File: src/rtl/core/pole_pkg.sv
`timescale 1ns / 1ps
// ----------------------------------------------------------------------------
// pole_pkg
// Shared types for the positional ordered list engine: request and result
// words, request kinds, status codes and the controller/datapath interface.
// ----------------------------------------------------------------------------
package pole_pkg;

    typedef enum logic [2:0] {
        K_INS_AT    = 3'd0,
        K_INS_FRONT = 3'd1,
        K_INS_BACK  = 3'd2,
        K_REM_FIRST = 3'd3,
        K_REM_LAST  = 3'd4,
        K_REM_AT    = 3'd5,
        K_READ_AT   = 3'd6,
        K_FIND      = 3'd7
    } t_kind;

    typedef enum logic [2:0] {
        ST_OK      = 3'd0,
        ST_RANGE   = 3'd1,
        ST_EMPTY   = 3'd2,
        ST_FULL    = 3'd3,
        ST_MISSING = 3'd4
    } t_status;

    typedef struct packed {
        t_kind              kind;
        logic signed [31:0] item_value;
        logic [4:0]         position;
    } t_req;

    typedef struct packed {
        t_status            status;
        logic signed [31:0] read_value;
        logic [3:0]         found_index;
        logic [4:0]         list_length;
    } t_res;

    // read address relative to the walking index
    typedef enum logic [1:0] {
        RD_IDX  = 2'd0,
        RD_PREV = 2'd1,
        RD_NEXT = 2'd2
    } t_rd_sel;

    typedef enum logic [2:0] {
        IDX_HOLD  = 3'd0,
        IDX_COUNT = 3'd1,
        IDX_POS   = 3'd2,
        IDX_ZERO  = 3'd3,
        IDX_INC   = 3'd4,
        IDX_DEC   = 3'd5
    } t_idx_op;

    typedef struct packed {
        logic    load;
        logic    rd_en;
        t_rd_sel rd_sel;
        logic    wr_en;
        logic    wr_val;
        t_idx_op idx_op;
        logic    cnt_inc;
        logic    cnt_dec;
        logic    set_status;
        t_status status;
        logic    take_read;
        logic    take_found;
    } t_cmd;

    typedef struct packed {
        t_kind kind;
        logic  empty;
        logic  full;
        logic  pos_gt_count;
        logic  pos_ge_count;
        logic  idx_gt_pos;
        logic  next_lt_count;
        logic  idx_last;
        logic  match;
    } t_flags;

endpackage

File: src/rtl/core/positional_ordered_list_engine.sv
`timescale 1ns / 1ps
// ----------------------------------------------------------------------------
// positional_ordered_list_engine
// Bounded ordered list of signed 32-bit values with positional insert,
// remove, read and find; one request at a time, one result word each.
// ----------------------------------------------------------------------------
// A request word is taken on a clock edge where start is high and busy is
// low; busy then stays high until the result word has been shown on o_res
// for the single cycle that o_done is high, and the next request can be
// taken in the cycle after that. The result cannot be held off, so it must be
// captured on that edge. Entries live in a memory with separate read and
// write ports, one read and one write a cycle; a shift moves each entry
// with a read and then a write. Insert at p (front p = 0, back p = n for
// n entries) shifts entries from p up, remove at p (first p = 0) shifts
// later entries down, remove last shifts none, and find stops at the
// first match or the last entry. No clearing pass follows reset.
module positional_ordered_list_engine #(
    parameter int CAPACITY = 16
) (
    input  logic           i_clk,
    input  logic           i_rst_n,
    input  logic           start,
    input  pole_pkg::t_req i_req,
    output logic           busy,
    output logic           o_done,
    output pole_pkg::t_res o_res
);

    pole_pkg::t_cmd   w_cmd;
    pole_pkg::t_flags w_flags;

    pole_ctrl u_ctrl (
        .i_clk   (i_clk),
        .i_rst_n (i_rst_n),
        .start   (start),
        .i_flags (w_flags),
        .o_cmd   (w_cmd),
        .busy    (busy),
        .o_done  (o_done)
    );

    pole_dp #(
        .CAPACITY (CAPACITY)
    ) u_dp (
        .i_clk   (i_clk),
        .i_rst_n (i_rst_n),
        .i_req   (i_req),
        .i_cmd   (w_cmd),
        .o_flags (w_flags),
        .o_res   (o_res)
    );

`ifndef ASSERT_OFF
    a_done_then_idle : assert property (@(posedge i_clk) disable iff (!i_rst_n)
        o_done |=> !busy)
        else $error("engine still busy after its result word");

    a_accept_no_done : assert property (@(posedge i_clk) disable iff (!i_rst_n)
        (start && !busy) |=> (busy && !o_done))
        else $error("result word in the cycle right after a request");

    a_full_length : assert property (@(posedge i_clk) disable iff (!i_rst_n)
        (o_done && o_res.status == pole_pkg::ST_FULL) |->
        (o_res.list_length == 5'(CAPACITY)))
        else $error("full status with a list that is not full");

    a_fail_clean : assert property (@(posedge i_clk) disable iff (!i_rst_n)
        (o_done && o_res.status != pole_pkg::ST_OK) |->
        (o_res.read_value == '0 && o_res.found_index == '0))
        else $error("failed request returned read or find data");
`endif

endmodule

File: src/rtl/core/pole_dp.sv
`timescale 1ns / 1ps
// ----------------------------------------------------------------------------
// pole_dp
// Datapath: entry memory, entry count, walking index, request and result
// registers, driven by controller commands.
// ----------------------------------------------------------------------------
module pole_dp #(
    parameter int CAPACITY = 16
) (
    input  logic            i_clk,
    input  logic            i_rst_n,
    input  pole_pkg::t_req  i_req,
    input  pole_pkg::t_cmd  i_cmd,
    output pole_pkg::t_flags o_flags,
    output pole_pkg::t_res  o_res
);

    localparam int IW = $clog2(CAPACITY + 1);
    localparam int AW = $clog2(CAPACITY);
    localparam int CW = (IW > 5) ? IW : 5;

    logic [31:0]        r_mem [CAPACITY];
    logic [31:0]        r_rdata;
    logic [IW-1:0]      r_count;
    logic [IW-1:0]      r_idx;
    logic [CW-1:0]      r_pos;
    logic signed [31:0] r_value;
    pole_pkg::t_kind    r_kind;
    pole_pkg::t_status  r_status;
    logic signed [31:0] r_read_value;
    logic [IW-1:0]      r_found;

    logic [CW-1:0] n_pos;
    logic [IW-1:0] n_idx;
    logic [IW:0]   w_next_ext;
    logic [IW-1:0] w_rd_idx;
    logic [AW-1:0] w_rd_addr;
    logic [AW-1:0] w_wr_addr;
    logic [31:0]   w_wdata;

    // front and first act at slot zero, back appends at the count
    always_comb begin
        unique case (i_req.kind)
            pole_pkg::K_INS_FRONT, pole_pkg::K_REM_FIRST: n_pos = '0;
            pole_pkg::K_INS_BACK:                         n_pos = CW'(r_count);
            default:                                      n_pos = CW'(i_req.position);
        endcase
    end

    always_comb begin
        n_idx = r_idx;
        unique case (i_cmd.idx_op)
            pole_pkg::IDX_HOLD:  n_idx = r_idx;
            pole_pkg::IDX_COUNT: n_idx = r_count;
            pole_pkg::IDX_POS:   n_idx = r_pos[IW-1:0];
            pole_pkg::IDX_ZERO:  n_idx = '0;
            pole_pkg::IDX_INC:   n_idx = r_idx + IW'(1);
            pole_pkg::IDX_DEC:   n_idx = r_idx - IW'(1);
            default:             n_idx = r_idx;
        endcase
    end

    assign w_next_ext = {1'b0, r_idx} + (IW + 1)'(1);

    always_comb begin
        unique case (i_cmd.rd_sel)
            pole_pkg::RD_PREV: w_rd_idx = r_idx - IW'(1);
            pole_pkg::RD_NEXT: w_rd_idx = w_next_ext[IW-1:0];
            default:           w_rd_idx = r_idx;
        endcase
    end

    assign w_rd_addr = w_rd_idx[AW-1:0];
    assign w_wr_addr = r_idx[AW-1:0];
    assign w_wdata   = i_cmd.wr_val ? r_value : r_rdata;

    always_ff @(posedge i_clk) begin
        if (i_cmd.wr_en) begin
            r_mem[w_wr_addr] <= w_wdata;
        end
    end

    always_ff @(posedge i_clk) begin
        if (i_cmd.rd_en) begin
            r_rdata <= r_mem[w_rd_addr];
        end
    end

    always_ff @(posedge i_clk) begin
        if (!i_rst_n) begin
            r_count <= '0;
        end else if (i_cmd.cnt_inc) begin
            r_count <= r_count + IW'(1);
        end else if (i_cmd.cnt_dec) begin
            r_count <= r_count - IW'(1);
        end
    end

    always_ff @(posedge i_clk) begin
        r_idx <= n_idx;
        if (i_cmd.load) begin
            r_kind       <= i_req.kind;
            r_value      <= i_req.item_value;
            r_pos        <= n_pos;
            r_status     <= pole_pkg::ST_OK;
            r_read_value <= '0;
            r_found      <= '0;
        end else begin
            if (i_cmd.set_status) begin
                r_status <= i_cmd.status;
            end
            if (i_cmd.take_read) begin
                r_read_value <= r_rdata;
            end
            if (i_cmd.take_found) begin
                r_found <= r_idx;
            end
        end
    end

    assign o_flags.kind          = r_kind;
    assign o_flags.empty         = (r_count == '0);
    assign o_flags.full          = (r_count >= IW'(CAPACITY));
    assign o_flags.pos_gt_count  = (r_pos > CW'(r_count));
    assign o_flags.pos_ge_count  = (r_pos >= CW'(r_count));
    assign o_flags.idx_gt_pos    = (CW'(r_idx) > r_pos);
    assign o_flags.next_lt_count = (w_next_ext < {1'b0, r_count});
    assign o_flags.idx_last      = (w_next_ext == {1'b0, r_count});
    assign o_flags.match         = (r_rdata == r_value);

    assign o_res.status      = r_status;
    assign o_res.read_value  = r_read_value;
    assign o_res.found_index = 4'(r_found);
    assign o_res.list_length = 5'(r_count);

endmodule

File: src/rtl/core/pole_ctrl.sv
`timescale 1ns / 1ps
// ----------------------------------------------------------------------------
// pole_ctrl
// Controller: checks each request, steps the datapath through the shift,
// read or search walk that an accepted request needs and raises the done strobe.
// ----------------------------------------------------------------------------
module pole_ctrl (
    input  logic             i_clk,
    input  logic             i_rst_n,
    input  logic             start,
    input  pole_pkg::t_flags i_flags,
    output pole_pkg::t_cmd   o_cmd,
    output logic             busy,
    output logic             o_done
);

    typedef enum logic [10:0] {
        S_IDLE       = 11'b000_0000_0001,
        S_CHECK      = 11'b000_0000_0010,
        S_INS_LOOP   = 11'b000_0000_0100,
        S_INS_MOVE   = 11'b000_0000_1000,
        S_REM_LOOP   = 11'b000_0001_0000,
        S_REM_MOVE   = 11'b000_0010_0000,
        S_RD_ISSUE   = 11'b000_0100_0000,
        S_RD_TAKE    = 11'b000_1000_0000,
        S_FIND_ISSUE = 11'b001_0000_0000,
        S_FIND_CMP   = 11'b010_0000_0000,
        S_RESP       = 11'b100_0000_0000
    } t_state;

    t_state r_state;
    t_state n_state;

    always_comb begin
        n_state = r_state;
        o_cmd   = '0;
        unique case (r_state)
            S_IDLE: begin
                if (start) begin
                    o_cmd.load = 1'b1;
                    n_state    = S_CHECK;
                end
            end
            S_CHECK: begin
                n_state = S_RESP;
                unique case (i_flags.kind)
                    pole_pkg::K_INS_AT: begin
                        if (i_flags.pos_gt_count) begin
                            o_cmd.set_status = 1'b1;
                            o_cmd.status     = pole_pkg::ST_RANGE;
                        end else if (i_flags.full) begin
                            o_cmd.set_status = 1'b1;
                            o_cmd.status     = pole_pkg::ST_FULL;
                        end else begin
                            o_cmd.idx_op = pole_pkg::IDX_COUNT;
                            n_state      = S_INS_LOOP;
                        end
                    end
                    pole_pkg::K_INS_FRONT, pole_pkg::K_INS_BACK: begin
                        if (i_flags.full) begin
                            o_cmd.set_status = 1'b1;
                            o_cmd.status     = pole_pkg::ST_FULL;
                        end else begin
                            o_cmd.idx_op = pole_pkg::IDX_COUNT;
                            n_state      = S_INS_LOOP;
                        end
                    end
                    pole_pkg::K_REM_FIRST: begin
                        if (i_flags.empty) begin
                            o_cmd.set_status = 1'b1;
                            o_cmd.status     = pole_pkg::ST_EMPTY;
                        end else begin
                            o_cmd.idx_op = pole_pkg::IDX_POS;
                            n_state      = S_REM_LOOP;
                        end
                    end
                    pole_pkg::K_REM_LAST: begin
                        if (i_flags.empty) begin
                            o_cmd.set_status = 1'b1;
                            o_cmd.status     = pole_pkg::ST_EMPTY;
                        end else begin
                            o_cmd.cnt_dec = 1'b1;
                        end
                    end
                    pole_pkg::K_REM_AT, pole_pkg::K_READ_AT: begin
                        if (i_flags.empty) begin
                            o_cmd.set_status = 1'b1;
                            o_cmd.status     = pole_pkg::ST_EMPTY;
                        end else if (i_flags.pos_ge_count) begin
                            o_cmd.set_status = 1'b1;
                            o_cmd.status     = pole_pkg::ST_RANGE;
                        end else begin
                            o_cmd.idx_op = pole_pkg::IDX_POS;
                            n_state = (i_flags.kind == pole_pkg::K_REM_AT) ?
                                      S_REM_LOOP : S_RD_ISSUE;
                        end
                    end
                    pole_pkg::K_FIND: begin
                        if (i_flags.empty) begin
                            o_cmd.set_status = 1'b1;
                            o_cmd.status     = pole_pkg::ST_EMPTY;
                        end else begin
                            o_cmd.idx_op = pole_pkg::IDX_ZERO;
                            n_state      = S_FIND_ISSUE;
                        end
                    end
                endcase
            end
            // walk down from the count, moving each entry one slot up
            S_INS_LOOP: begin
                if (i_flags.idx_gt_pos) begin
                    o_cmd.rd_en  = 1'b1;
                    o_cmd.rd_sel = pole_pkg::RD_PREV;
                    n_state      = S_INS_MOVE;
                end else begin
                    o_cmd.wr_en   = 1'b1;
                    o_cmd.wr_val  = 1'b1;
                    o_cmd.cnt_inc = 1'b1;
                    n_state       = S_RESP;
                end
            end
            S_INS_MOVE: begin
                o_cmd.wr_en  = 1'b1;
                o_cmd.idx_op = pole_pkg::IDX_DEC;
                n_state      = S_INS_LOOP;
            end
            // walk up from the hole, pulling each later entry down
            S_REM_LOOP: begin
                if (i_flags.next_lt_count) begin
                    o_cmd.rd_en  = 1'b1;
                    o_cmd.rd_sel = pole_pkg::RD_NEXT;
                    n_state      = S_REM_MOVE;
                end else begin
                    o_cmd.cnt_dec = 1'b1;
                    n_state       = S_RESP;
                end
            end
            S_REM_MOVE: begin
                o_cmd.wr_en  = 1'b1;
                o_cmd.idx_op = pole_pkg::IDX_INC;
                n_state      = S_REM_LOOP;
            end
            S_RD_ISSUE: begin
                o_cmd.rd_en  = 1'b1;
                o_cmd.rd_sel = pole_pkg::RD_IDX;
                n_state      = S_RD_TAKE;
            end
            S_RD_TAKE: begin
                o_cmd.take_read = 1'b1;
                n_state         = S_RESP;
            end
            S_FIND_ISSUE: begin
                o_cmd.rd_en  = 1'b1;
                o_cmd.rd_sel = pole_pkg::RD_IDX;
                n_state      = S_FIND_CMP;
            end
            S_FIND_CMP: begin
                priority if (i_flags.match) begin
                    o_cmd.take_found = 1'b1;
                    n_state          = S_RESP;
                end else if (i_flags.idx_last) begin
                    o_cmd.set_status = 1'b1;
                    o_cmd.status     = pole_pkg::ST_MISSING;
                    n_state          = S_RESP;
                end else begin
                    o_cmd.idx_op = pole_pkg::IDX_INC;
                    n_state      = S_FIND_ISSUE;
                end
            end
            S_RESP: begin
                n_state = S_IDLE;
            end
            default: begin
                n_state = S_IDLE;
            end
        endcase
    end

    always_ff @(posedge i_clk) begin
        if (!i_rst_n) begin
            r_state <= S_IDLE;
        end else begin
            r_state <= n_state;
        end
    end

    assign busy   = (r_state != S_IDLE);
    assign o_done = (r_state == S_RESP);

endmodule
File: config.mk
export PLATFORM = sky130hd
export DESIGN_NAME = positional_ordered_list_engine
export DESIGN_NICKNAME = d
export VERILOG_FILES = /design/src/rtl/core/pole_pkg.sv /design/src/rtl/core/positional_ordered_list_engine.sv /design/src/rtl/core/pole_dp.sv /design/src/rtl/core/pole_ctrl.sv
export SDC_FILE = /design/constraint.sdc
export NUM_CORES = 1
export LEC_CHECK = 0
export BUFFER_PORTS_ARGS = -buffer_cell sky130_fd_sc_hd__buf_2
export CAP_MARGIN = 15
export CORE_AREA = 2 2 144 287
export DETAILED_ROUTE_END_ITERATION = 6
export DIE_AREA = 0 0 146 289
export PLACE_DENSITY = 0.89
export SLEW_MARGIN = 20
export SYNTH_ARGS = -nofsm -noshare
export SYNTH_HDL_FRONTEND = slang
export SYNTH_SLANG_ARGS = --single-unit
File: constraint.sdc
create_clock -name i_clk -period 7 [get_ports i_clk]
set_clock_uncertainty 0.05 [all_clocks]
set_input_delay 1.4 -clock i_clk [delete_from_list [all_inputs] [get_ports i_clk]]
set_output_delay 1.4 -clock i_clk [all_outputs]
set_load 0.02 [all_outputs]
==> out/results.txt <==
Status: complete, no violations
Synth area leader: edfxtp_1
Mean Syn Cell Area: 18.0 sq um
NumNets Final: 1635
Worst r2r path cells: 15
Simple-gate portion of the synthesized area: 0.0504
CTS H-tree depth: 2
Max-Cap Viols: 0
Top_reg_cell synth: edfxtp_1
EDFF count, synth: 589
Clk sinks: 644
First-pass GRT wire length: 96.1 mm
CP startpoint kind: register
Post-synthesis mux area share: 0.139
DR vias: 14700
Cells after Synth: 1460
Endpoints failing setup: 0
Post-synth top area share: 0.674
Power Dens Cells: 250 mW/mm^2
Compound-Gate Fraction of Synth Area: 0.0485
Clock transition at path regs: 70 ps
Fmax achieved: 0.174 GHz
Slew @ Worst Pin: 1120 ps
Slew Viols, Final: 0
# resized after CTS: 0
Layout cells sized above 1: 0.253
First-pass detailed-route iteration total: 5
RSZ-0062 raised after global routing: false
Root Driver: clkbuf_16
Row count: 104
Multi-input combinational cell area: 0.00711 sq mm
Crit-path most repeated cell: ha_1
Congestion Overflow GR: 0
CP cell instances: inv_1 > ha_1 > ha_1 > nor2b_1 > o21ai_0 > a21oi_1 > or3_1 > ha_1 > nor2_1 > a21oi_4 > buf_4 > mux4_2 > nor2b_1 > a211oi_1 > a21oi_1
Top-count cell post-synth: edfxtp_1
Port-buffer cells: 88
Largest net degree at the start of global routing: 97
Synth Area in XOR/XNOR: 0.0134
Worst VDD drop: 224 uV
CTS Hold Bufs: 0
Period utilization: 0.821
Setup TNS Final: 0 ps
Largest family of logic cells by synthesized area: multiplexers
TritonCTS buffer count: 50
Vias in the first global route: 15200
Biggest cell delay along the critical path: 670 ps
# DRC: 0
Die area: 0.0422 sq mm
Synth warn: 0
Commonest cells in the netlist: edfxtp_1, mux4_2, nand2_1
Slowest-stage cell, CP: edfxtp_1
Flop2flop setup slack: 1250 ps
Yosys cell types: 70
Vias/cell: 6.89
Clk buf depth: 3
FF-to-FF End: u_dp.r_rdata[4]
Fillers: 2299
Worst R2R Start: u_dp.r_idx[0]
Slew HR: 0.251
HPWL Detailed: 37.7 mm
Final hold vios: 0
HP Start: u_dp.r_read_value[29]
Post-synthesis adder-cell area fraction: 0.0131
Async SR Flop Fraction: 0
WP data arrival: 5970 ps
Post-route minimum period: 5750 ps
Chip width: 146 um
Post-synthesis register bit count: 644
Initial core utilization: 0.654
Post-CTS setup buffers: 0
Synth area leaders: edfxtp_1, mux4_2, dfxtp_1
Placer congestion estimate: 0.942
Die H: 289 um
Critical path class: register to register
Worst Hold Path EP: u_dp.r_read_value[29]
GRT Util Overall: 0.315
Register area: 0.0188 sq mm
Data required time of the worst path: 7220 ps
Mapped Area: 0.0262 sq mm
Layout Area Growth over Synthesis: 11.1%
Static Leak: 9.53 nW
Crit path max-delay family: compound AO/OA/AOI/OAI gates
# diodes: 0
Io pins: 89
Fin util: 0.727
Routed wire length: 66.2 mm
WP buf/inv: 2
Synth Net Count: 1529
Per-cell routed wire length: 31.0 um
Crit path capture type: register
ANT nets after route: 0
CTS tree: yes
Hold Path Stages: 2
Iter 0 DRT Violations: 1728
Seq/Total Area, Yosys: 0.716
Worst-Skew Late Latency: 590 ps
Initial antenna violation count: 0
Worst Path Max Fanout: 27
Area of the core: 0.0401 sq mm
Worst min path class: register to register
==> registers in the layout (all words and copies together) (netlist names) <==
| signal | flops |
|---|---|
| u_ctrl.r_state | 11 |
| u_dp.r_rdata | 32 |
| u_dp.r_read_value | 32 |
| u_dp.r_found | 4 |
| u_dp.r_kind | 3 |
| u_dp.r_value | 32 |
| u_dp.r_idx | 5 |
| u_dp.r_pos | 5 |
| u_dp.r_mem | 512 |
| u_dp.r_count | 5 |
| u_dp.r_status | 3 |
==> routing by layer <==
layer,global-route usage,wire [um],vias to the layer above
li1,-,-,6010
met1,0.367,21600,7379
met2,0.549,34600,1069
met3,0.0554,5830,268
met4,0.190,4220,0
met5,0,0,-
==> cell type report <==
cell class / instances / share of cell area
inverter: 24 / 0.00309
timing repair buffer: 125 / 0.0301
multi-input combinational: 721 / 0.244
clock buffer: 61 / 0.0454
clock inverter: 31 / 0.0102
tap: 530 / 0.0228
sequential: 644 / 0.645
==> worst register-to-register path: stages (launching register included) <==
cell and delay, ps:
edfxtp_1 670, inv_1 260, ha_1 420, ha_1 310
nor2b_1 130, o21ai_0 150, a21oi_1 110, or3_1 430
ha_1 590, nor2_1 150, a21oi_4 660, buf_4 500
mux4_2 430, nor2b_1 170, a211oi_1 330, a21oi_1 90
==> cells by family after synthesis <==
group	Yosys count
AO/OA/AOI/OAI	197
XOR/XNOR	40
adder cells (fa/ha/maj)	27
buffers and inverters	95
flip-flops	644
multiplexers	201
AND/OR/NAND/NOR	256
==> through the flow <==
| stage | total power (W) | instances | hold WS [ps] | instance area (sq um) | setup WS, ps |
|---|---|---|---|---|---|
| 2_1_floorplan | 0.00442 | 1460 | 470 | 26200 | 2490 |
| 3_3_place_gp | 0.00449 | 2038 | 391 | 27400 | 1620 |
| 3_5_place_dp | 0.00450 | 2044 | 393 | 27500 | 1390 |
| 4_1_cts | 0.00729 | 2136 | 405 | 29100 | 1290 |
| 5_1_grt | 0.00743 | 2136 | 436 | 29100 | 1130 |
| 6_report | 0.00728 | 2136 | 402 | 29100 | 1250 |
==> worst max path at each step <==
stage / to / cells after the start / slack (ps) / start
floorplan: u_dp.r_mem[0][0] / 11 / 2490 / u_dp.r_idx[0]
global route: u_dp.r_rdata[4] / 15 / 1130 / u_dp.r_idx[0]
detailed placement: u_dp.r_rdata[4] / 15 / 1390 / u_dp.r_idx[0]
CTS: u_dp.r_rdata[4] / 15 / 1290 / u_dp.r_idx[0]
finish: u_dp.r_rdata[4] / 15 / 1250 / u_dp.r_idx[0]
global placement: u_dp.r_rdata[30] / 15 / 1620 / u_dp.r_idx[0]
==> placed cells by master (no fill, tap or decap), types with 7 or more instances in the layout <==
cell type  synthesis  layout
xor2_1            37      37
nand4_1            7       7
edfxtp_1         589     589
nand2b_1           7       7
mux2_2            32      32
nand3_1           13      11
clkinv_1           0       7
dfxtp_1           55      55
clkinv_2           0      12
clkbuf_1          20       8
ha_1              25      25
buf_4              6      28
inv_1             21      21
nor2b_1           43      43
o21ai_0           27      24
nor3_1            12       8
nand2_1           92      92
buf_2             31      88
mux4_2           128     128
a21oi_1           83      81
nor4_1            11      11
mux2i_1           41      41
nor2_4             0      13
a211oi_1          28      28
nor2_1            39      26
clkbuf_16          0      50
==> power breakdown <==
group | switching, W | leakage [nW] | internal [W]
logic | 0.000131 | 2.98 | 0.0000794
clock network | 0.00132 | 0.792 | 0.00154
registers | 0.0000379 | 5.75 | 0.00417
Note: power is estimated with default switching activity, not from simulation.
